==> config.mk <==
export PLATFORM = sky130hd
export DESIGN_NAME = escaped_capture_framer_flat
export DESIGN_NICKNAME = d
export VERILOG_FILES = /design/src/rtl/ecf_pkg.sv /design/src/rtl/ecf_if.sv /design/src/rtl/ecf_front.sv /design/src/rtl/ecf_queue.sv /design/src/rtl/ecf_back.sv /design/src/rtl/escaped_capture_framer.sv /design/src/flat_wrapper.sv
export SDC_FILE = /design/constraint.sdc
export NUM_CORES = 1
export LEC_CHECK = 0
export ABC_AREA = 1
export BUFFER_PORTS_ARGS = -buffer_cell sky130_fd_sc_hd__buf_2
export CAP_MARGIN = 20
export CORE_AREA = 5 5 145 147
export CTS_CLUSTER_DIAMETER = 40
export DETAILED_ROUTE_END_ITERATION = 7
export DIE_AREA = 0 0 150 152
export GPL_TIMING_DRIVEN = 0
export PLACE_DENSITY_LB_ADDON = 0.05
export SETUP_SLACK_MARGIN = 0.05
export SLEW_MARGIN = 20
export SYNTH_ARGS = -nofsm -noshare
export SYNTH_HDL_FRONTEND = slang
export SYNTH_SLANG_ARGS = --single-unit
==> constraint.sdc <==
create_clock -name clk -period 3.9 [get_ports clk]
set_input_delay 0.78 -clock clk [delete_from_list [all_inputs] [get_ports clk]]
set_output_delay 0.78 -clock clk [all_outputs]
set_load 0.02 [all_outputs]
==> src/rtl/ecf_pkg.sv <==
`default_nettype none
// ----------------------------------------------------------------------------
// ecf_pkg - shared types and constants for the escaped capture framer
// Byte codes, item function codes, queue command layout and the slot tables
// that the back end walks to turn one command into bytes.
// ----------------------------------------------------------------------------
package ecf_pkg;

    localparam logic [7:0] ESC_CHAR    = 8'h1b;
    localparam logic [7:0] STUFF_CHAR  = 8'h00;
    localparam logic [7:0] MARK_HEADER = 8'h01;
    localparam logic [7:0] MARK_MOSI   = 8'h02;
    localparam logic [7:0] MARK_MISO   = 8'h03;
    localparam logic [7:0] MARK_END    = 8'h04;

    localparam logic [1:0] FUNC_START = 2'd0;
    localparam logic [1:0] FUNC_MOSI  = 2'd1;
    localparam logic [1:0] FUNC_MISO  = 2'd2;
    localparam logic [1:0] FUNC_END   = 2'd3;

    localparam logic [1:0] OP_HDR  = 2'd0;
    localparam logic [1:0] OP_DATA = 2'd1;
    localparam logic [1:0] OP_END  = 2'd2;

    localparam int SLOT_W = 4;

    typedef logic [SLOT_W-1:0] slot_t;

    // payload: header -> {count, elapsed}; data -> byte in [7:0]
    typedef struct packed {
        logic [1:0]  op;
        logic        miso;
        logic [31:0] payload;
    } cmd_t;

    typedef struct packed {
        logic [7:0] value;
        logic       is_data;
    } slot_byte_t;

    // Data and end commands skip the section mark slots unless it is due.
    function automatic slot_t slot_first(input cmd_t c);
        slot_t s;
        s = slot_t'(0);
        if ((c.op != OP_HDR) && !c.miso)
        begin
            s = slot_t'(2);
        end
        return s;
    endfunction

    function automatic slot_t slot_final(input cmd_t c);
        slot_t s;
        case (c.op)
            OP_HDR:  s = slot_t'(9);
            OP_DATA: s = slot_t'(2);
            OP_END:  s = slot_t'(3);
            default: s = slot_t'(2);
        endcase
        return s;
    endfunction

    function automatic slot_byte_t slot_byte(input cmd_t c, input slot_t s);
        slot_byte_t r;
        r.value   = STUFF_CHAR;
        r.is_data = 1'b0;
        case (c.op)
            OP_HDR:
            begin
                case (s)
                    4'd0: r.value = ESC_CHAR;
                    4'd1: r.value = MARK_HEADER;
                    4'd2: r = '{c.payload[7:0], 1'b1};
                    4'd3: r = '{c.payload[15:8], 1'b1};
                    4'd4: r = '{STUFF_CHAR, 1'b1};
                    4'd5: r = '{STUFF_CHAR, 1'b1};
                    4'd6: r = '{c.payload[23:16], 1'b1};
                    4'd7: r = '{c.payload[31:24], 1'b1};
                    4'd8: r.value = ESC_CHAR;
                    4'd9: r.value = MARK_MOSI;
                    default: r.value = STUFF_CHAR;
                endcase
            end
            OP_DATA:
            begin
                case (s)
                    4'd0: r.value = ESC_CHAR;
                    4'd1: r.value = MARK_MISO;
                    4'd2: r = '{c.payload[7:0], 1'b1};
                    default: r.value = STUFF_CHAR;
                endcase
            end
            OP_END:
            begin
                case (s)
                    4'd0: r.value = ESC_CHAR;
                    4'd1: r.value = MARK_MISO;
                    4'd2: r.value = ESC_CHAR;
                    4'd3: r.value = MARK_END;
                    default: r.value = STUFF_CHAR;
                endcase
            end
            default: r.value = STUFF_CHAR;
        endcase
        return r;
    endfunction

endpackage
`default_nettype wire

==> src/rtl/ecf_if.sv <==
`default_nettype none
// ----------------------------------------------------------------------------
// ecf_if - item channels of the escaped capture framer
// Capture items in, framed stream bytes out; valid/ready handshake.
// ----------------------------------------------------------------------------
interface ecf_in_if;
    logic        valid;
    logic        ready;
    logic [1:0]  func;
    logic [7:0]  data_byte;
    logic [15:0] timestamp;

    modport source (output valid, output func, output data_byte, output timestamp,
                    input ready);
    modport sink   (input valid, input func, input data_byte, input timestamp,
                    output ready);
endinterface

interface ecf_out_if;
    logic       valid;
    logic       ready;
    logic [7:0] out_byte;
    logic       last_of_run;

    modport source (output valid, output out_byte, output last_of_run, input ready);
    modport sink   (input valid, input out_byte, input last_of_run, output ready);
endinterface
`default_nettype wire

==> src/rtl/ecf_front.sv <==
`default_nettype none
// ----------------------------------------------------------------------------
// ecf_front - item classifier
// Accepts capture items, tracks frame state and pushes one command per item
// that produces output.
// ----------------------------------------------------------------------------
module ecf_front (
    input  wire logic          clk,
    input  wire logic          rst_n,
    ecf_in_if.sink             capture,
    input  wire logic          full,
    output logic               push,
    output ecf_pkg::cmd_t      cmd
);
    import ecf_pkg::*;

    logic        open_reg, open_next;
    logic        sec_reg, sec_next;
    logic [15:0] prev_ts_reg, prev_ts_next;
    logic [15:0] count_reg, count_next;
    logic        accept;
    logic        push_req;
    logic [15:0] elapsed;

    assign capture.ready = !full;
    assign accept        = capture.valid && !full;
    assign elapsed       = capture.timestamp - prev_ts_reg;
    assign push          = accept && push_req;

    always_comb
    begin
        open_next    = open_reg;
        sec_next     = sec_reg;
        prev_ts_next = prev_ts_reg;
        count_next   = count_reg;
        push_req     = 1'b0;
        cmd.op       = OP_DATA;
        cmd.miso     = 1'b0;
        cmd.payload  = {24'd0, capture.data_byte};
        case (capture.func)
            FUNC_START:
            begin
                push_req     = 1'b1;
                cmd.op       = OP_HDR;
                cmd.payload  = {count_reg, elapsed};
                open_next    = 1'b1;
                sec_next     = 1'b0;
                prev_ts_next = capture.timestamp;
                count_next   = count_reg + 16'd1;
            end
            FUNC_MOSI:
            begin
                push_req = open_reg && !sec_reg;
            end
            FUNC_MISO:
            begin
                push_req = open_reg;
                cmd.miso = !sec_reg;
                if (open_reg)
                begin
                    sec_next = 1'b1;
                end
            end
            FUNC_END:
            begin
                push_req = open_reg;
                cmd.op   = OP_END;
                cmd.miso = !sec_reg;
                if (open_reg)
                begin
                    open_next = 1'b0;
                    sec_next  = 1'b0;
                end
            end
            default:
            begin
                push_req = 1'b0;
            end
        endcase
    end

    always_ff @(posedge clk or negedge rst_n)
    begin
        if (!rst_n)
        begin
            open_reg    <= 1'b0;
            sec_reg     <= 1'b0;
            prev_ts_reg <= 16'd0;
            count_reg   <= 16'd0;
        end
        else if (accept)
        begin
            open_reg    <= open_next;
            sec_reg     <= sec_next;
            prev_ts_reg <= prev_ts_next;
            count_reg   <= count_next;
        end
    end

    // the slave-out section can only have begun inside an open frame
    assert property (@(posedge clk) disable iff (!rst_n) sec_reg |-> open_reg)
        else $error("ecf_front: section flag set with no frame open");

    // every start item pushes a header and opens the frame
    assert property (@(posedge clk) disable iff (!rst_n)
        (accept && capture.func == FUNC_START) |-> push ##1 open_reg)
        else $error("ecf_front: start item did not open a frame");

    // an item arriving with no frame open, other than a start, is dropped
    assert property (@(posedge clk) disable iff (!rst_n)
        (accept && !open_reg && capture.func != FUNC_START) |-> !push)
        else $error("ecf_front: item outside a frame was queued");

endmodule
`default_nettype wire

==> src/rtl/ecf_queue.sv <==
`default_nettype none
// ----------------------------------------------------------------------------
// ecf_queue - command queue between classifier and byte emitter
// Small register FIFO, one write and one read port.
// ----------------------------------------------------------------------------
module ecf_queue #(
    parameter int DEPTH = 4
) (
    input  wire logic          clk,
    input  wire logic          rst_n,
    input  wire logic          push,
    input  ecf_pkg::cmd_t      wr_cmd,
    input  wire logic          pop,
    output ecf_pkg::cmd_t      head,
    output logic               full,
    output logic               empty
);
    import ecf_pkg::*;

    localparam int PTR_W = (DEPTH > 1) ? $clog2(DEPTH) : 1;
    localparam int CNT_W = $clog2(DEPTH + 1);

    cmd_t               mem_reg [DEPTH];
    logic [PTR_W-1:0]   wr_ptr_reg, wr_ptr_next;
    logic [PTR_W-1:0]   rd_ptr_reg, rd_ptr_next;
    logic [CNT_W-1:0]   count_reg, count_next;
    logic               do_push;
    logic               do_pop;

    assign full    = (count_reg == CNT_W'(DEPTH));
    assign empty   = (count_reg == '0);
    assign do_push = push && !full;
    assign do_pop  = pop && !empty;
    assign head    = mem_reg[rd_ptr_reg];

    always_comb
    begin
        wr_ptr_next = wr_ptr_reg;
        rd_ptr_next = rd_ptr_reg;
        count_next  = count_reg;
        if (do_push)
        begin
            wr_ptr_next = (wr_ptr_reg == PTR_W'(DEPTH - 1)) ? '0 : wr_ptr_reg + PTR_W'(1);
        end
        if (do_pop)
        begin
            rd_ptr_next = (rd_ptr_reg == PTR_W'(DEPTH - 1)) ? '0 : rd_ptr_reg + PTR_W'(1);
        end
        if (do_push && !do_pop)
        begin
            count_next = count_reg + CNT_W'(1);
        end
        else if (do_pop && !do_push)
        begin
            count_next = count_reg - CNT_W'(1);
        end
    end

    always_ff @(posedge clk or negedge rst_n)
    begin
        if (!rst_n)
        begin
            wr_ptr_reg <= '0;
            rd_ptr_reg <= '0;
            count_reg  <= '0;
        end
        else
        begin
            wr_ptr_reg <= wr_ptr_next;
            rd_ptr_reg <= rd_ptr_next;
            count_reg  <= count_next;
        end
    end

    always_ff @(posedge clk)
    begin
        if (do_push)
        begin
            mem_reg[wr_ptr_reg] <= wr_cmd;
        end
    end

    assert property (@(posedge clk) disable iff (!rst_n) count_reg <= CNT_W'(DEPTH))
        else $error("ecf_queue: fill count beyond depth");

    assert property (@(posedge clk) disable iff (!rst_n)
        (do_push && !do_pop) |=> (count_reg == $past(count_reg) + CNT_W'(1)))
        else $error("ecf_queue: push not counted");

    assert property (@(posedge clk) disable iff (!rst_n)
        (count_reg != '0 && wr_ptr_reg == rd_ptr_reg) |-> full)
        else $error("ecf_queue: pointers meet with queue partly filled");

endmodule
`default_nettype wire

==> src/rtl/ecf_back.sv <==
`default_nettype none
// ----------------------------------------------------------------------------
// ecf_back - byte emitter
// Walks the slots of the head command, one byte a cycle when not stalled,
// inserting the stuffing byte after each escape character sent as data.
// ----------------------------------------------------------------------------
module ecf_back (
    input  wire logic          clk,
    input  wire logic          rst_n,
    input  ecf_pkg::cmd_t      head,
    input  wire logic          empty,
    output logic               pop,
    ecf_out_if.source          stream
);
    import ecf_pkg::*;

    slot_t      slot_reg, slot_next;
    logic       started_reg, started_next;
    logic       stuff_reg, stuff_next;
    logic       valid_reg, valid_next;
    logic [7:0] byte_reg, byte_next;
    logic       last_reg, last_next;

    slot_t      cur_slot;
    slot_t      end_slot;
    slot_byte_t sb;
    logic       emit;
    logic       at_end;

    assign cur_slot = started_reg ? slot_reg : slot_first(head);
    assign end_slot = slot_final(head);
    assign sb       = slot_byte(head, cur_slot);
    assign at_end   = (cur_slot == end_slot);
    assign emit     = !empty && (!valid_reg || stream.ready);

    assign stream.valid       = valid_reg;
    assign stream.out_byte    = byte_reg;
    assign stream.last_of_run = last_reg;

    always_comb
    begin
        slot_next    = slot_reg;
        started_next = started_reg;
        stuff_next   = stuff_reg;
        valid_next   = valid_reg && !stream.ready;
        byte_next    = byte_reg;
        last_next    = last_reg;
        pop          = 1'b0;
        if (emit)
        begin
            valid_next = 1'b1;
            if (stuff_reg)
            begin
                byte_next  = STUFF_CHAR;
                last_next  = at_end;
                stuff_next = 1'b0;
                slot_next  = cur_slot + slot_t'(1);
            end
            else if (sb.is_data && sb.value == ESC_CHAR)
            begin
                byte_next  = sb.value;
                last_next  = 1'b0;
                stuff_next = 1'b1;
                slot_next  = cur_slot;
            end
            else
            begin
                byte_next = sb.value;
                last_next = at_end;
                slot_next = cur_slot + slot_t'(1);
            end
            pop          = last_next;
            started_next = !last_next;
        end
    end

    always_ff @(posedge clk or negedge rst_n)
    begin
        if (!rst_n)
        begin
            slot_reg    <= '0;
            started_reg <= 1'b0;
            stuff_reg   <= 1'b0;
            valid_reg   <= 1'b0;
        end
        else
        begin
            slot_reg    <= slot_next;
            started_reg <= started_next;
            stuff_reg   <= stuff_next;
            valid_reg   <= valid_next;
        end
    end

    always_ff @(posedge clk)
    begin
        byte_reg <= byte_next;
        last_reg <= last_next;
    end

    // a command half sent must still sit at the queue head
    assert property (@(posedge clk) disable iff (!rst_n) started_reg |-> !empty)
        else $error("ecf_back: command lost mid-run");

    // pending stuffing byte always belongs to a started command
    assert property (@(posedge clk) disable iff (!rst_n) stuff_reg |-> started_reg)
        else $error("ecf_back: stuffing pending outside a command");

    // the slot walk never runs past the command's final slot
    assert property (@(posedge clk) disable iff (!rst_n)
        started_reg |-> (slot_reg <= end_slot))
        else $error("ecf_back: slot beyond end of command");

    // the stuffing byte follows an escape character with no end mark on it
    assert property (@(posedge clk) disable iff (!rst_n)
        (emit && !stuff_reg && sb.is_data && sb.value == ESC_CHAR)
        |=> (byte_reg == ESC_CHAR && !last_reg && stuff_reg))
        else $error("ecf_back: escaped data byte not held for stuffing");

endmodule
`default_nettype wire

==> src/rtl/escaped_capture_framer.sv <==
`default_nettype none
// ----------------------------------------------------------------------------
// escaped_capture_framer - escape-delimited capture frame builder
// Turns start / master-out / slave-out / end items into a byte stream framed
// with ESC marks, stuffing every escape character sent as data.
// ----------------------------------------------------------------------------
//
//  channel   dir  handshake      payload
//  capture   in   valid/ready    func[1:0], data_byte[7:0], timestamp[15:0]
//  stream    out  valid/ready    out_byte[7:0], last_of_run
//
//  One output byte leaves per cycle while the stream is ready; an item
//  makes 0 to 14 bytes, all sent by the single byte emitter in the back end.
//  Items are taken every cycle while the command queue has room, so
//  classification runs ahead of emission by up to QUEUE_DEPTH commands.
//  Reset clears frame state, queue pointers and the output valid; no sweep.
//  A stalled stream holds its byte; the queue absorbs items meanwhile.
//
module escaped_capture_framer #(
    parameter int QUEUE_DEPTH = 4
) (
    input  wire logic clk,
    input  wire logic rst_n,
    ecf_in_if.sink    capture,
    ecf_out_if.source stream
);
    import ecf_pkg::*;

    // front -> queue
    logic push;
    cmd_t wr_cmd;
    logic full;

    // queue -> back
    cmd_t head;
    logic empty;
    logic pop;

    // Front end: frame state (open, slave-out section, last stamp, count) and
    // one command per productive item. Dropped items never reach the queue.
    ecf_front u_front (
        .clk     (clk),
        .rst_n   (rst_n),
        .capture (capture),
        .full    (full),
        .push    (push),
        .cmd     (wr_cmd)
    );

    // Decouples the two halves so a stalled stream does not block intake.
    ecf_queue #(
        .DEPTH (QUEUE_DEPTH)
    ) u_queue (
        .clk    (clk),
        .rst_n  (rst_n),
        .push   (push),
        .wr_cmd (wr_cmd),
        .pop    (pop),
        .head   (head),
        .full   (full),
        .empty  (empty)
    );

    // Back end: slot walker plus output register; last_of_run marks the final
    // byte of each command, stuffing byte included.
    ecf_back u_back (
        .clk    (clk),
        .rst_n  (rst_n),
        .head   (head),
        .empty  (empty),
        .pop    (pop),
        .stream (stream)
    );

endmodule
`default_nettype wire

==> src/flat_wrapper.sv <==
// flat-port wrapper written by rule: the top's interface ports become plain ports
module escaped_capture_framer_flat import ecf_pkg::*;
#(
    parameter int QUEUE_DEPTH = 4
)
  (clk, rst_n, capture_valid, capture_func, capture_data_byte, capture_timestamp, capture_ready, stream_valid, stream_out_byte, stream_last_of_run, stream_ready);
  ecf_in_if capture_i ();
  ecf_out_if stream_i ();
  input  wire logic clk;
  input  wire logic rst_n;
  input wire logic [$bits(capture_i.valid)-1:0] capture_valid;
  input wire logic [$bits(capture_i.func)-1:0] capture_func;
  input wire logic [$bits(capture_i.data_byte)-1:0] capture_data_byte;
  input wire logic [$bits(capture_i.timestamp)-1:0] capture_timestamp;
  output wire logic [$bits(capture_i.ready)-1:0] capture_ready;
  output wire logic [$bits(stream_i.valid)-1:0] stream_valid;
  output wire logic [$bits(stream_i.out_byte)-1:0] stream_out_byte;
  output wire logic [$bits(stream_i.last_of_run)-1:0] stream_last_of_run;
  input wire logic [$bits(stream_i.ready)-1:0] stream_ready;
  assign capture_i.valid = capture_valid;
  assign capture_i.func = capture_func;
  assign capture_i.data_byte = capture_data_byte;
  assign capture_i.timestamp = capture_timestamp;
  assign capture_ready = capture_i.ready;
  assign stream_valid = stream_i.valid;
  assign stream_out_byte = stream_i.out_byte;
  assign stream_last_of_run = stream_i.last_of_run;
  assign stream_i.ready = stream_ready;
  escaped_capture_framer #(.QUEUE_DEPTH(QUEUE_DEPTH)) u_core (.clk(clk), .rst_n(rst_n), .capture(capture_i), .stream(stream_i));
endmodule
======== Word level (Yosys, flattened, before mapping) ========
Memories as Yosys holds them, arrays and structs flattened.
Cells that the tools add are included.
operators by class
  add/subtract/negate cells ............... 7
  equal/unequal tests ..................... 21
  muxes and demuxes ....................... 33
  reduce and logical (&&, ||, !) cells .... 36
operators with widths
  kind                                                              number
  8-bit one-hot mux with 7 select lines                             1
  8-bit one-hot mux with 3 select lines                             2
  32-bit two-way mux                                                1
  16-bit by 1-bit adder with 16-bit output (second input constant)  1
  4-bit by 3-bit == test with 1-bit output (second input constant)  4
  16-bit subtractor                                                 1
  5-bit one-hot mux with 3 select lines                             1
  1-bit two-way mux                                                 14
  4-bit two-way mux                                                 3
  1-bit logical AND                                                 11
  2-bit == test (second input constant)                             5
  1-bit logical NOT                                                 9
  4-bit by 2-bit == test with 1-bit output (second input constant)  2
  4-bit == test (second input constant)                             2
  8-bit by 5-bit == test with 1-bit output (second input constant)  1
  4-bit one-hot mux with 2 select lines                             1
  2-bit two-way mux                                                 3
  3-bit two-way mux                                                 2
  1-bit one-hot mux with 3 select lines                             2
  2-bit nonzero test                                                3
  2-bit OR reduction                                                3
  6-bit OR reduction                                                1
  2-bit by 1-bit adder with 2-bit output (second input constant)    2
  4-bit by 1-bit adder with 4-bit output (second input constant)    1
  16 further kinds                                                  21
storage, ports and cells
  RAM bits ................................ 140
  word-level logic and storage cells ...... 111
  bits in registers ....................... 57
  bits of input ports ..................... 30
  memories kept ........................... 1
memory list
  memory                  words  bits a word  read ports  clocked after Yosys merged registers in  write ports  line             source
  u_core.u_queue.mem_reg  4      35           1           0                                        1            ecf_queue.sv:23  cmd_t mem_reg [DEPTH];

======== Depth between registers and ports, before layout ========
Gate-level depths: netlist of the first run.
An unclocked memory read counts as a cell.
  depth after elaboration ................. 19
  mapped depth ............................ 27
  gate-level depth less buffers ........... 26

======== Hierarchy ========
A second synthesis of the first run with hierarchy kept.
second synthesis, totals
  cells, all modules ...................... 1109
  area total of the unflattened synthesis .. 10298.6 sq um
modules (own cells, without submodules)
  module     area an instance (sq um)  cells an instance  instances  seq. area each (sq um)
  ecf_queue  6014.5                    469                1          4379.2
  ecf_front  2849.0                    449                1          850.8
  ecf_back   1435.1                    191                1          445.4

======== Least setup slack after synthesis of the first run ========
OpenSTA, ideal clock, no wires.
  kind .................................... reg2reg
  from .................................... reg u_core.u_queue.rd_ptr_reg[0]
  to ...................................... reg u_core.u_queue.count_reg[1]
  data arrival time ....................... 3.405 ns
  cell stages (with the launch flop) ...... 24
  path slack .............................. 0.370 ns
  required time ........................... 3.775 ns
  path buffers ............................ 2
  cells stage by stage .................... dfrtp_1 -> inv_2 -> buf_6 -> buf_2 -> nor2_1 -> o22ai_1 -> nor2_1 -> a21boi_2 -> inv_1 -> ha_1 -> inv_1 -> nor2_4 -> nor2_1 -> nor2_2 -> a21oi_1 -> nand2_1 -> nand2_1 -> nor2_1 -> nand2_1 -> nand3_1 -> ha_1 -> inv_1 -> fa_1 -> mux2_2
on the way
  longest elaborated chain between the ends .. 19
  elaborated cells on any way between the ends .. 43
ends and longest elaborated chain
  what                                                                                                   line                          source
  start: declaration                                                                                     ecf_queue.sv:25               logic [PTR_W-1:0] rd_ptr_reg, rd_ptr_next;
  start signal: assignment                                                                               ecf_queue.sv:70               rd_ptr_reg <= rd_ptr_next;
  memory read 4 x 35 bit *                                                                               n/a
  2-bit nonzero test / 1-bit logical NOT (equally long branches)                                         ecf_pkg.sv:45                 if ((c.op != OP_HDR) && !c.miso)
  1-bit logical AND                                                                                      ecf_pkg.sv:45
  2-bit two-way mux                                                                                      ecf_pkg.sv:45
  4-bit two-way mux                                                                                      ecf_back.sv:30                assign cur_slot = started_reg ? slot_reg : slot_first(head);
  4-bit == test (tied with other cells)                                                                  ecf_pkg.sv:70                 case (s)
  2-bit OR reduction (no line)                                                                           n/a
  8-bit one-hot mux with 7 select lines / 5-bit one-hot mux with 3 select lines (equally long branches)  ecf_pkg.sv:70, ecf_pkg.sv:95
  [3 not listed]                                                                                         n/a
  1-bit two-way mux                                                                                      ecf_back.sv:59                else if (sb.is_data && sb.value == ESC_CHAR)
  1-bit two-way mux *                                                                                    ecf_back.sv:52                if (stuff_reg)
  1-bit two-way mux * (2 in series)                                                                      ecf_back.sv:49                if (emit)
  1-bit logical AND *                                                                                    ecf_queue.sv:33               assign do_pop = pop && !empty;
  1-bit logical NOT *                                                                                    ecf_queue.sv:49               if (do_push && !do_pop)
  1-bit logical AND *                                                                                    ecf_queue.sv:49
  3-bit two-way mux *                                                                                    ecf_queue.sv:49
  net u_core.u_queue.count_next[1]                                                                       ecf_queue.sv:26               logic [CNT_W-1:0] count_reg, count_next;
  end signal: assignment                                                                                 ecf_queue.sv:71               count_reg <= count_next;
  end: declaration                                                                                       ecf_queue.sv:26
The timed path passes the listed nets; every way through them passes the cells marked *. The select of a mux whose other input is x is not followed.
A chain may end at the register's enable or synchronous reset.

======== Final worst setup path of the first run ========
  from .................................... reg u_core.u_queue.rd_ptr_reg[0]
  to ...................................... reg u_core.u_queue.count_reg[2]
on the way
  longest elaborated chain between the ends .. 19
  elaborated cells on any way between the ends .. 43
ends and longest elaborated chain
  what                                                                                                   line
  memory read 4 x 35 bit *                                                                               n/a
  2-bit nonzero test / 1-bit logical NOT (equally long branches)                                         ecf_pkg.sv:45
  1-bit logical AND                                                                                      ecf_pkg.sv:45
  2-bit two-way mux                                                                                      ecf_pkg.sv:45
  4-bit two-way mux                                                                                      ecf_back.sv:30
  4-bit == test (tied with other cells)                                                                  ecf_pkg.sv:70
  2-bit OR reduction (no line)                                                                           n/a
  8-bit one-hot mux with 7 select lines / 5-bit one-hot mux with 3 select lines (equally long branches)  ecf_pkg.sv:70, ecf_pkg.sv:95
  [2 not listed]                                                                                         n/a
  1-bit logical AND                                                                                      ecf_back.sv:59
  1-bit two-way mux                                                                                      ecf_back.sv:59
  1-bit two-way mux *                                                                                    ecf_back.sv:52
  1-bit two-way mux * (2 in series)                                                                      ecf_back.sv:49
  1-bit logical AND *                                                                                    ecf_queue.sv:33
  1-bit logical NOT                                                                                      ecf_queue.sv:49
  1-bit logical AND                                                                                      ecf_queue.sv:49
  3-bit two-way mux / 2-bit nonzero test (equally long branches)                                         n/a
Mark *: on every way between the ends. The rest lies on a longest branch, timed or not. The select of a mux whose other input is x is not followed.

==> results of run 1 <==
[repair_timing]
item	CTS	global route
gates cloned	0	1
buffers inserted	7	15
resized for setup	36	28
pin swaps	9	17
endpoints found under the hold margin	0	0
setup endpoints to repair	3	2
[per-stage QoR]
step | total power, µW | TNS, ns | setup slack, ns | hold WS [ns] | util [%]
3_5_place_dp | 6070 | -1.35 | -0.644 | 0.475 | 53.2
6_report | 8260 | 0 | 0.192 | 0.356 | 58.2
4_1_cts | 8020 | 0 | 0.0579 | 0.372 | 57.1
2_1_floorplan | 5160 | 0 | 0.370 | 0.445 | -
3_3_place_gp | 5990 | -132.73 | -0.990 | 0.467 | 52.4
5_1_grt | 8840 | -0.0350 | -0.0350 | 0.407 | 58.2
[worst register-to-register path, cell delays in order, from the launching register on]
cell and delay, ns:
dfrtp_2 0.45, inv_4 0.09, buf_12 0.11, buf_8 0.12, nor2_2 0.04, o22ai_2 0.24
nor2_2 0.09, a21boi_4 0.20, inv_2 0.08, ha_4 0.18, inv_4 0.08, nor2_4 0.09
buf_4 0.16, nand2_1 0.07, nand3_2 0.12, a21oi_2 0.21, nand2_1 0.08, nor2_2 0.11
nand2_2 0.09, nand3_4 0.08, ha_1 0.17, inv_2 0.05, fa_2 0.33, a21oi_1 0.14
o21ai_1 0.09, xnor2_1 0.17
[path summary, 6_finish.rpt]
| check | start | end | cells after the start |
|---|---|---|---|
| setup / recovery | u_core.u_queue.rd_ptr_reg[0] | u_core.u_queue.count_reg[2] | 25 |
| setup reg to reg | u_core.u_queue.rd_ptr_reg[0] | u_core.u_queue.count_reg[2] | 25 |
| hold / removal | rst_n | u_core.u_back.slot_reg[0] | 1 |
| min in group clk | u_core.u_front.count_reg[15] | u_core.u_front.count_reg[15] | 1 |
| hold reg to reg | u_core.u_front.count_reg[15] | u_core.u_front.count_reg[15] | 1 |
| max in group asynchronous | rst_n | u_core.u_front.count_reg[0] | 1 |
[layout by cell type, fill, tap and decap left out, types with 26 or more instances in the layout]
master | netlist | final
buf_4 | 4 | 26
nor2_1 | 101 | 93
a21oi_1 | 38 | 36
edfxtp_1 | 149 | 149
ha_1 | 32 | 30
o21ai_1 | 28 | 27
o21ai_0 | 57 | 54
nand2_1 | 275 | 271
nand3_1 | 64 | 56
buf_2 | 10 | 46
inv_1 | 122 | 116
dfrtp_1 | 48 | 47
[kinds of logic after synthesis]
kind of cell,count (synthesis)
buffers and inverters,161
multiplexers,1
XOR/XNOR,25
flip-flops,197
adder cells (fa/ha/maj),34
AO/OA/AOI/OAI,140
AND/OR/NAND/NOR,479
[power by group]
| group | leakage (µW) | total [µW] | switching (µW) | internal, µW |
|---|---|---|---|---|
| combinational | 0.00283 | 3640 | 2320 | 1320 |
| clock | 0.000287 | 1770 | 808 | 966 |
| sequential | 0.00199 | 2840 | 155 | 2690 |
| total | 0.00511 | 8260 | 3280 | 4980 |
[per-layer routing]
layer	vias up	GRT usage (%)	share of wire, %
li1	3568	-	-
met1	3290	28.3	46
met2	150	33.1	48
met3	26	3.57	4.7
met4	0	6.32	1.9
met5	-	0	0
[cell type report]
cell class / instances / area [µm²] / share of cell area [%]
flip-flops and latches: 197 / 5680 / 49.3
multi-input cells: 680 / 3660 / 31.8
inverters: 129 / 497 / 4.31
repair buffers: 67 / 494 / 4.29
clock buffers: 18 / 429 / 3.73
well taps: 270 / 338 / 2.93
plain buffers: 32 / 254 / 2.21
clock inverters: 14 / 163 / 1.41
==> metrics.md, run 1 <==
| Metric | Value |
|---|---|
| Synth cell types | 45 |
| Post-synth EDFFs | 149 |
| Hold buffers post-CTS | 0 |
| Avg WL per Cell | 16.0 µm |
| Min Tclk post-route | 3.71 ns |
| Simple-gate share of the synthesized area | 20.7% |
| Synth Cell Area | 0.00983 mm² |
| Worst Max-Slew Pin Slew | 0.889 ns |
| Final antenna-violating net count | 0 |
| Max VDD drop | 0.000301 V |
| CP top delay family | compound AO/OA/AOI/OAI gates |
| CP Data Arrival Time | 4.05 ns |
| Detailed Place HPWL | 15.7 mm |
| Period utilization | 95.1% |
| P_leak | 0.00511 µW |
| Max-cap viol count | 0 |
| Slowest stage delay, CP | 0.45 ns |
| Most common cell in the netlist | nand2_1 |
| Setup crit start kind | flip-flop |
| Final Hold Fails | 0 |
| First-pass GRT wire length | 36.4 mm |
| Inst Count DP | 1,352 |
| TritonCTS Sinks | 197 |
| Area leader, netlist | edfxtp_1 |
| DRT iter0 DRCs | 388 |
| Die Span X | 150 µm |
| Most frequent CP cell | nor2_2 |
| DIE HEIGHT | 152 µm |
| Status | complete, no violations |
| Clock Latency Late Sink | 0.43 ns |
| Max reg flops | 140 |
| Crit Path Category | reg2reg |
| Worst path required time | 4.25 ns |
| Ant diodes | 0 |
| Power Dens Cells | 718 mW/mm² |
| Clock transition at path regs | 0.07 ns |
| Antenna violations before repair | 1 |
| Clock Skew | 0.0111 ns |
| FF+latch count, synth | 197 |
| Nets | 1,188 |
| Total wire length | 22.5 mm |
| Core area | 0.0198 mm² |
| Worst Hold Class | in2async |
| Synthesis Warnings | 0 |
| Drt pass-1 iters | 5 |
| CTS tree | yes |
| Layout cells sized above 1 | 17.1% |
| Fmax achieved | 0.270 GHz |
| Drt drc | 0 |
| CP endpoint kind | flip-flop |
| Initial Utilization | 49.7% |
| Async set-or-reset flop fraction in the synthesized netlist | 24.4% |
| Post-Synth XOR/XNOR Area | 2.23% |
| Routed vias/inst | 5.00 |
| I/O pin count | 41 |
| Gpl congestion | 0.853 |
| Total grt overflow | 0 |
| Slew Limit Fails | 0 |
| Root Buffer | clkbuf_16 |
| Num CTS Buffers | 17 |
| Fin cells | 1,407 |
| Vias in the first global route | 6,983 |
| Post-Syn Nets | 1,101 |
| Maximum buffer depth of the clock tree | 2 |
| I/O Buffers | 40 |
| Dpl cell area | 0.0105 mm² |
| Largest net degree at the start of global routing | 49 |
| Via count | 7,034 |
| Mux contribution to synthesized area | 0.115% |
| Ys flop type | edfxtp_1 |
| Post-Synth Adder-Cell Area | 4.48% |
| Syn Inst Count | 1,037 |
| Top cells by area, synth | edfxtp_1, dfrtp_1, nand2_1 |
| Largest family of logic cells by synthesized area | simple AND/OR/NAND/NOR gates |
| Depth of the CTS H-tree | 4 |
| # fillers | 1,799 |
| Row count | 52 |
| Setup Viol. Count Final | 0 |
| Synth cell count leaders | nand2_1, edfxtp_1, inv_1, nor2_1, nand3_1 |
| Synth Area in Compound Gates | 7.65% |
| Max transition margin | 40.7% |
| Final instance area | 0.0115 mm² |
| Worst path buffer plus inverter count | 7 |
| R2R setup slack | 0.19 ns |
| Die ar. | 0.0228 mm² |
| Synth top area share | 45.5% |
| Post-synthesis sequential area ratio | 57.8% |
| Layout area overhead | 17.2% |
| GRT Total Usage | 20.5% |
| Syn Area/Cell | 9.48 µm² |
| CP Max Fanout | 10 |
| Slowest stage cell, crit path | dfrtp_2 |
No activity file was read; power rests on OpenSTA's default activity.
==> inputs of run 2 (changes only) <==
==> constraint.sdc (replaced) <==
create_clock -name clk -period 3.9 [get_ports clk]
set_input_delay 0.195 -clock clk [delete_from_list [all_inputs] [get_ports clk]]
set_output_delay 0.195 -clock clk [all_outputs]
set_load 0.02 [all_outputs]
==> metrics.md, run 2 (same netlist as run 1, synthesis figures left out) <==
| Metric | Value |
|---|---|
| Worst Hold Class | in2reg |
| Layout area overhead | 18.8% |
| Period utilization | 95.1% |
| Ant diodes | 0 |
| Slew Limit Fails | 0 |
| Worst path required time | 4.24 ns |
| Min Tclk post-route | 3.71 ns |
| Inst Count DP | 1,352 |
| Fmax achieved | 0.270 GHz |
| Drt drc | 0 |
| Die Span X | 150 µm |
| Antenna violations before repair | 1 |
| CTS tree | yes |
| Vias in the first global route | 7,029 |
| Fin cells | 1,423 |
| Final Hold Fails | 0 |
| Detailed Place HPWL | 15.7 mm |
| Most used routing layer | met2 |
| P_leak | 0.00518 µW |
| Met3 Use GR | 3.54% |
| Hold Path Origin | capture_timestamp[0] |
| Total grt overflow | 0 |
| I/O pin count | 41 |
| # fillers | 1,773 |
| Initial Utilization | 49.7% |
| Most common library cell in the layout ignoring fill and taps | nand2_1 |
| Die ar. | 0.0228 mm² |
| Most frequent CP cell | nor2_2 |
| Max-cap viol count | 0 |
| TritonCTS Sinks | 197 |
| M2 GR Usage | 33.4% |
| Slowest stage cell, crit path | dfrtp_2 |
| Max reg flops | 140 |
| Max VDD drop | 0.000302 V |
| Min-Delay Endpoint | u_core.u_front.prev_ts_reg[0] |
| Setup Viol. Count Final | 0 |
| Routed vias/inst | 5.00 |
| Worst path buffer plus inverter count | 7 |
| FF-to-FF path depth | 25 |
| Total wire length | 22.6 mm |
| Gpl congestion | 0.853 |
| Maximum buffer depth of the clock tree | 2 |
| CP endpoint kind | flip-flop |
| CP Data Arrival Time | 4.05 ns |
| Reg-to-Reg End | u_core.u_queue.count_reg[2] |
| Via count | 7,110 |
| Crit Path Category | reg2reg |
| Most frequent cells in the layout | nand2_1, edfxtp_1, inv_1 |
| Depth of the CTS H-tree | 4 |
| Clock transition at path regs | 0.07 ns |
| DIE HEIGHT | 152 µm |
| R2R setup slack | 0.19 ns |
| Worst r2r src | u_core.u_queue.rd_ptr_reg[0] |
| M1 GR Usage | 28.4% |
| Max transition margin | 40.5% |
| Avg WL per Cell | 15.9 µm |
| Drt pass-1 iters | 4 |
| Root Buffer | clkbuf_16 |
| Final antenna-violating net count | 0 |
| Setup crit start kind | flip-flop |
| Largest net degree at the start of global routing | 49 |
| I/O Buffers | 40 |
| Clock Latency Late Sink | 0.43 ns |
| Status | complete, no violations |
| Clock Skew | 0.0124 ns |
| First-pass GRT wire length | 36.6 mm |
| Core area | 0.0198 mm² |
| Nets | 1,204 |
| DRT iter0 DRCs | 410 |
| Finished Core Util | 59.0% |
| Row count | 52 |
| GRT Total Usage | 20.6% |
| Slowest stage delay, CP | 0.45 ns |
| Final instance area | 0.0117 mm² |
| CP Max Fanout | 10 |
| Power Dens Cells | 708 mW/mm² |
| Layout cells sized above 1 | 16.8% |
| Hold Path Stages | 3 |
| Num CTS Buffers | 17 |
| Worst Max-Slew Pin Slew | 0.893 ns |
| Dpl cell area | 0.0105 mm² |
| CP top delay family | compound AO/OA/AOI/OAI gates |
run 2: cell types whose count changed in the layout (fill, tap and decap cells not counted), sizes merged:
cell         previous run  this run
dlygate4sd3             0        16
run 2: what timing repair did:
action	in CTS	in global routing
pin swaps	9	17
buffers inserted	7	15
setup endpoints to repair	3	2
cloned	0	1
gates resized for setup	36	28
hold buffers	16	0
hold endpoints to repair	63	0
run 2: cell type report:
cell class / instances / area, µm² / share of cell area [%]
timing repair buffer: 83 / 654 / 5.61
buffer: 32 / 254 / 2.18
tap: 270 / 338 / 2.89
inverter: 129 / 497 / 4.26
clock inverter: 14 / 163 / 1.39
multi-input combinational: 680 / 3660 / 31.4
sequential: 197 / 5680 / 48.6
clock buffer: 18 / 429 / 3.68
run 2: through the flow:
step / setup WS, ns / power, µW / setup TNS (ns) / hold slack, ns
floorplan: 0.370 / 5160 / 0 / -0.101
global placement: -0.608 / 5990 / -50.83 / 0.419
detailed placement: -0.644 / 6070 / -1.35 / 0.250
CTS: 0.0579 / 8030 / 0 / 0.0463
global route: -0.0350 / 8850 / -0.0350 / 0.0961
finish: 0.192 / 8270 / 0 / 0.0560
run 2: worst max path at each step:
stage | cells past startpoint | slack, ns | to | startpoint
final | 25 | 0.19 | u_core.u_queue.count_reg[2] | u_core.u_queue.rd_ptr_reg[0]
after global routing | 26 | -0.03 | u_core.u_queue.count_reg[2] | u_core.u_queue.rd_ptr_reg[0]
after CTS | 26 | 0.06 | u_core.u_queue.count_reg[2] | u_core.u_queue.rd_ptr_reg[0]
after detailed placement | 23 | -0.64 | u_core.u_queue.count_reg[2] | u_core.u_queue.rd_ptr_reg[1]
after global placement | 23 | -0.61 | u_core.u_queue.count_reg[2] | u_core.u_queue.rd_ptr_reg[1]
after floorplan | 23 | 0.37 | u_core.u_queue.count_reg[1] | u_core.u_queue.rd_ptr_reg[0]
run 2: layer usage:
layer	wire length, µm	part of all wire [%]
met1	10100	45
met2	10900	48
met3	1230	5.4
met4	427	1.9
met5	0	0
run 2: worst register-to-register path, cell delays in order (launching register included):
cell and delay (ns):
dfrtp_2 0.45, inv_4 0.09, buf_12 0.11, buf_8 0.12, nor2_2 0.04, o22ai_2 0.24
nor2_2 0.09, a21boi_4 0.20, inv_2 0.08, ha_4 0.18, inv_4 0.08, nor2_4 0.09
buf_4 0.16, nand2_1 0.07, nand3_2 0.12, a21oi_2 0.21, nand2_1 0.08, nor2_2 0.11
nand2_2 0.09, nand3_4 0.09, ha_1 0.17, inv_2 0.05, fa_2 0.33, a21oi_1 0.14
o21ai_1 0.09, xnor2_1 0.17
run 2: where the power goes:
| group | switching, µW | internal (µW) |
|---|---|---|
| registers | 155 | 2690 |
| clock network | 805 | 966 |
| logic | 2320 | 1330 |
| total | 3280 | 4990 |
==> inputs of run 3 (changes only) <==
Settings changed: RECOVER_POWER from default to 100, SKIP_CTS_REPAIR_TIMING from default to 1.
==> metrics.md, run 3 (same netlist as run 1, synthesis figures left out) <==
| Metric | Value |
|---|---|
| Total grt overflow | 0 |
| DRT iter0 DRCs | 385 |
| Comb pwr share | 43.0% |
| Min Tclk post-route | 3.74 ns |
| Drt drc | 0 |
| Layout area overhead | 16.1% |
| Fmax achieved | 0.267 GHz |
| # fillers | 1,812 |
| Finished Core Util | 57.7% |
| Final antenna-violating net count | 0 |
| Setup Viol. Count Final | 0 |
| Final hold slack | -0.00265 ns |
| Reg power frac | 35.2% |
| P_leak | 0.00505 µW |
| GRT Total Usage | 20.2% |
| Worst Hold Class | in2reg |
| Most frequent CP cell | nand2_1 |
| Most common library cell in the layout ignoring fill and taps | nand2_1 |
| Power Dens Cells | 711 mW/mm² |
| CP endpoint kind | flip-flop |
| Gpl congestion | 0.853 |
| Die Span X | 150 µm |
| Initial Utilization | 49.7% |
| Layout cells sized above 1 | 14.6% |
| CP Max Fanout | 10 |
| Clock share of power | 21.8% |
| Core area | 0.0198 mm² |
| I/O Buffers | 40 |
| Max VDD drop | 0.000301 V |
| Worst path required time | 4.21 ns |
| TritonCTS Sinks | 197 |
| Final Hold Fails | 2 |
| Depth of the CTS H-tree | 4 |
| Total wire length | 22.4 mm |
| Maximum buffer depth of the clock tree | 2 |
| Worst Max-Slew Pin Slew | 2.67 ns |
| Nets | 1,191 |
| CP top delay family | simple AND/OR/NAND/NOR gates |
| Period utilization | 96.0% |
| Routed vias/inst | 5.00 |
| Clock Skew | 0.0124 ns |
| Avg WL per Cell | 15.9 µm |
| Final Total Pwr | 8110 µW |
| CP Data Arrival Time | 4.05 ns |
| Num CTS Buffers | 17 |
| Violated checks | hold timing, capacitance limit, slew limit |
| Max transition margin | -78.0% |
| Slowest stage delay, CP | 0.45 ns |
| Largest net degree at the start of global routing | 49 |
| Setup crit start kind | flip-flop |
| Pint | 4880 µW |
| Crit-path cells | buf_8 -> buf_8 -> o21ai_2 -> o22ai_2 -> nor2_2 -> a21boi_4 -> inv_2 -> ha_4 -> inv_4 -> nor2_4 -> nand2_1 -> nand3_4 -> nand2_1 -> nand2_1 -> inv_2 -> nand2_1 -> nor2_2 -> nand2_2 -> nand3_4 -> ha_4 -> inv_2 -> fa_2 -> mux2_2 |
| Psw | 3230 µW |
| Die ar. | 0.0228 mm² |
| Antenna violations before repair | 1 |
| CTS tree | yes |
| Detailed Place HPWL | 15.7 mm |
| I/O pin count | 41 |
| Slowest stage cell, crit path | dfrtp_2 |
| Clock Latency Late Sink | 0.43 ns |
| First-pass GRT wire length | 35.8 mm |
| Via count | 7,051 |
| Vias in the first global route | 6,844 |
| Crit Path Category | reg2reg |
| Slew Limit Fails | 85 |
| Drt pass-1 iters | 5 |
| Switching Share | 39.8% |
| DIE HEIGHT | 152 µm |
| Clock transition at path regs | 0.07 ns |
| Worst path buffer plus inverter count | 6 |
| Status | finished, violations left |
| Max-cap viol count | 3 |
| Row count | 52 |
| Root Buffer | clkbuf_16 |
| Most frequent cells in the layout | nand2_1, edfxtp_1, inv_1 |
| Ant diodes | 0 |
| Max reg flops | 140 |
## run 3: cell count changes in the layout (fill, tap and decap cells not counted), sizes merged
| cell | change |
|---|---|
| dlygate4sd3 | -7 |
| buf | -24 |
| clkbuf | +18 |
## run 3: worst min-delay path, cell delays in order
cell and delay (ns):
buf_2 0.09, nand2_1 0.04, o21ai_0 0.06
## run 3: layout make-up
class                           instances  area [µm²]  share of cell area (%)
Clock inverter                         14         163                    1.43
Clock buffer                           18         429                    3.76
Tap cell                              270         338                    2.96
Inverter                              129         499                    4.37
Sequential cell                       197        5680                    49.7
Buffer                                 32         254                    2.23
Multi-Input combinational cell        680        3640                    31.9
Timing Repair Buffer                   70         417                    3.65
## run 3: metrics by stage
stage | setup TNS [ns] | std cells | area (µm²) | hold slack (ns) | setup WS (ns)
3_3_place_gp | -50.83 | 1347 | 10400 | 0.419 | -0.608
3_5_place_dp | -1.35 | 1352 | 10500 | 0.250 | -0.644
6_report | 0 | 1410 | 11400 | -0.00265 | 0.157
5_1_grt | -0.0642 | 1410 | 11400 | 0.00281 | -0.0391
4_1_cts | -1.38 | 1384 | 11100 | -0.213 | -0.662
2_1_floorplan | 0 | 1037 | 9830 | -0.101 | 0.370
## run 3: power by group through the flow
stage	registers (µW)	logic, µW	clock network [µW]
finish	2850	3490	1770
global route	2890	3920	1890
CTS	2840	3200	1800
detailed placement	2890	3180	0
global placement	2900	3090	0
floorplan	2920	2240	0
## run 3: worst paths after layout
check                                                  start                             end  slack [ns]  depth (start not counted)
worst max register to register  u_core.u_queue.rd_ptr_reg[0]     u_core.u_queue.count_reg[1]        0.16                         23
worst max-delay path            u_core.u_queue.rd_ptr_reg[0]     u_core.u_queue.count_reg[1]        0.16                         23
worst min register to register  u_core.u_front.count_reg[15]    u_core.u_front.count_reg[15]        0.48                          1
max in group asynchronous                              rst_n    u_core.u_queue.rd_ptr_reg[0]        1.05                          2
worst min-delay path                   capture_timestamp[14]  u_core.u_front.prev_ts_reg[14]      -0.003                          3
min in group asynchronous                              rst_n       u_core.u_back.slot_reg[0]        1.15                          2
## run 3: per-layer routing
metal  GRT usage (%)  wire, µm  part of all wire, %
met1            28.1     10300                   46
met3            3.60      1040                  4.6
met2            32.4     10700                   48
met5               0         0                    0
met4            6.27       401                  1.8
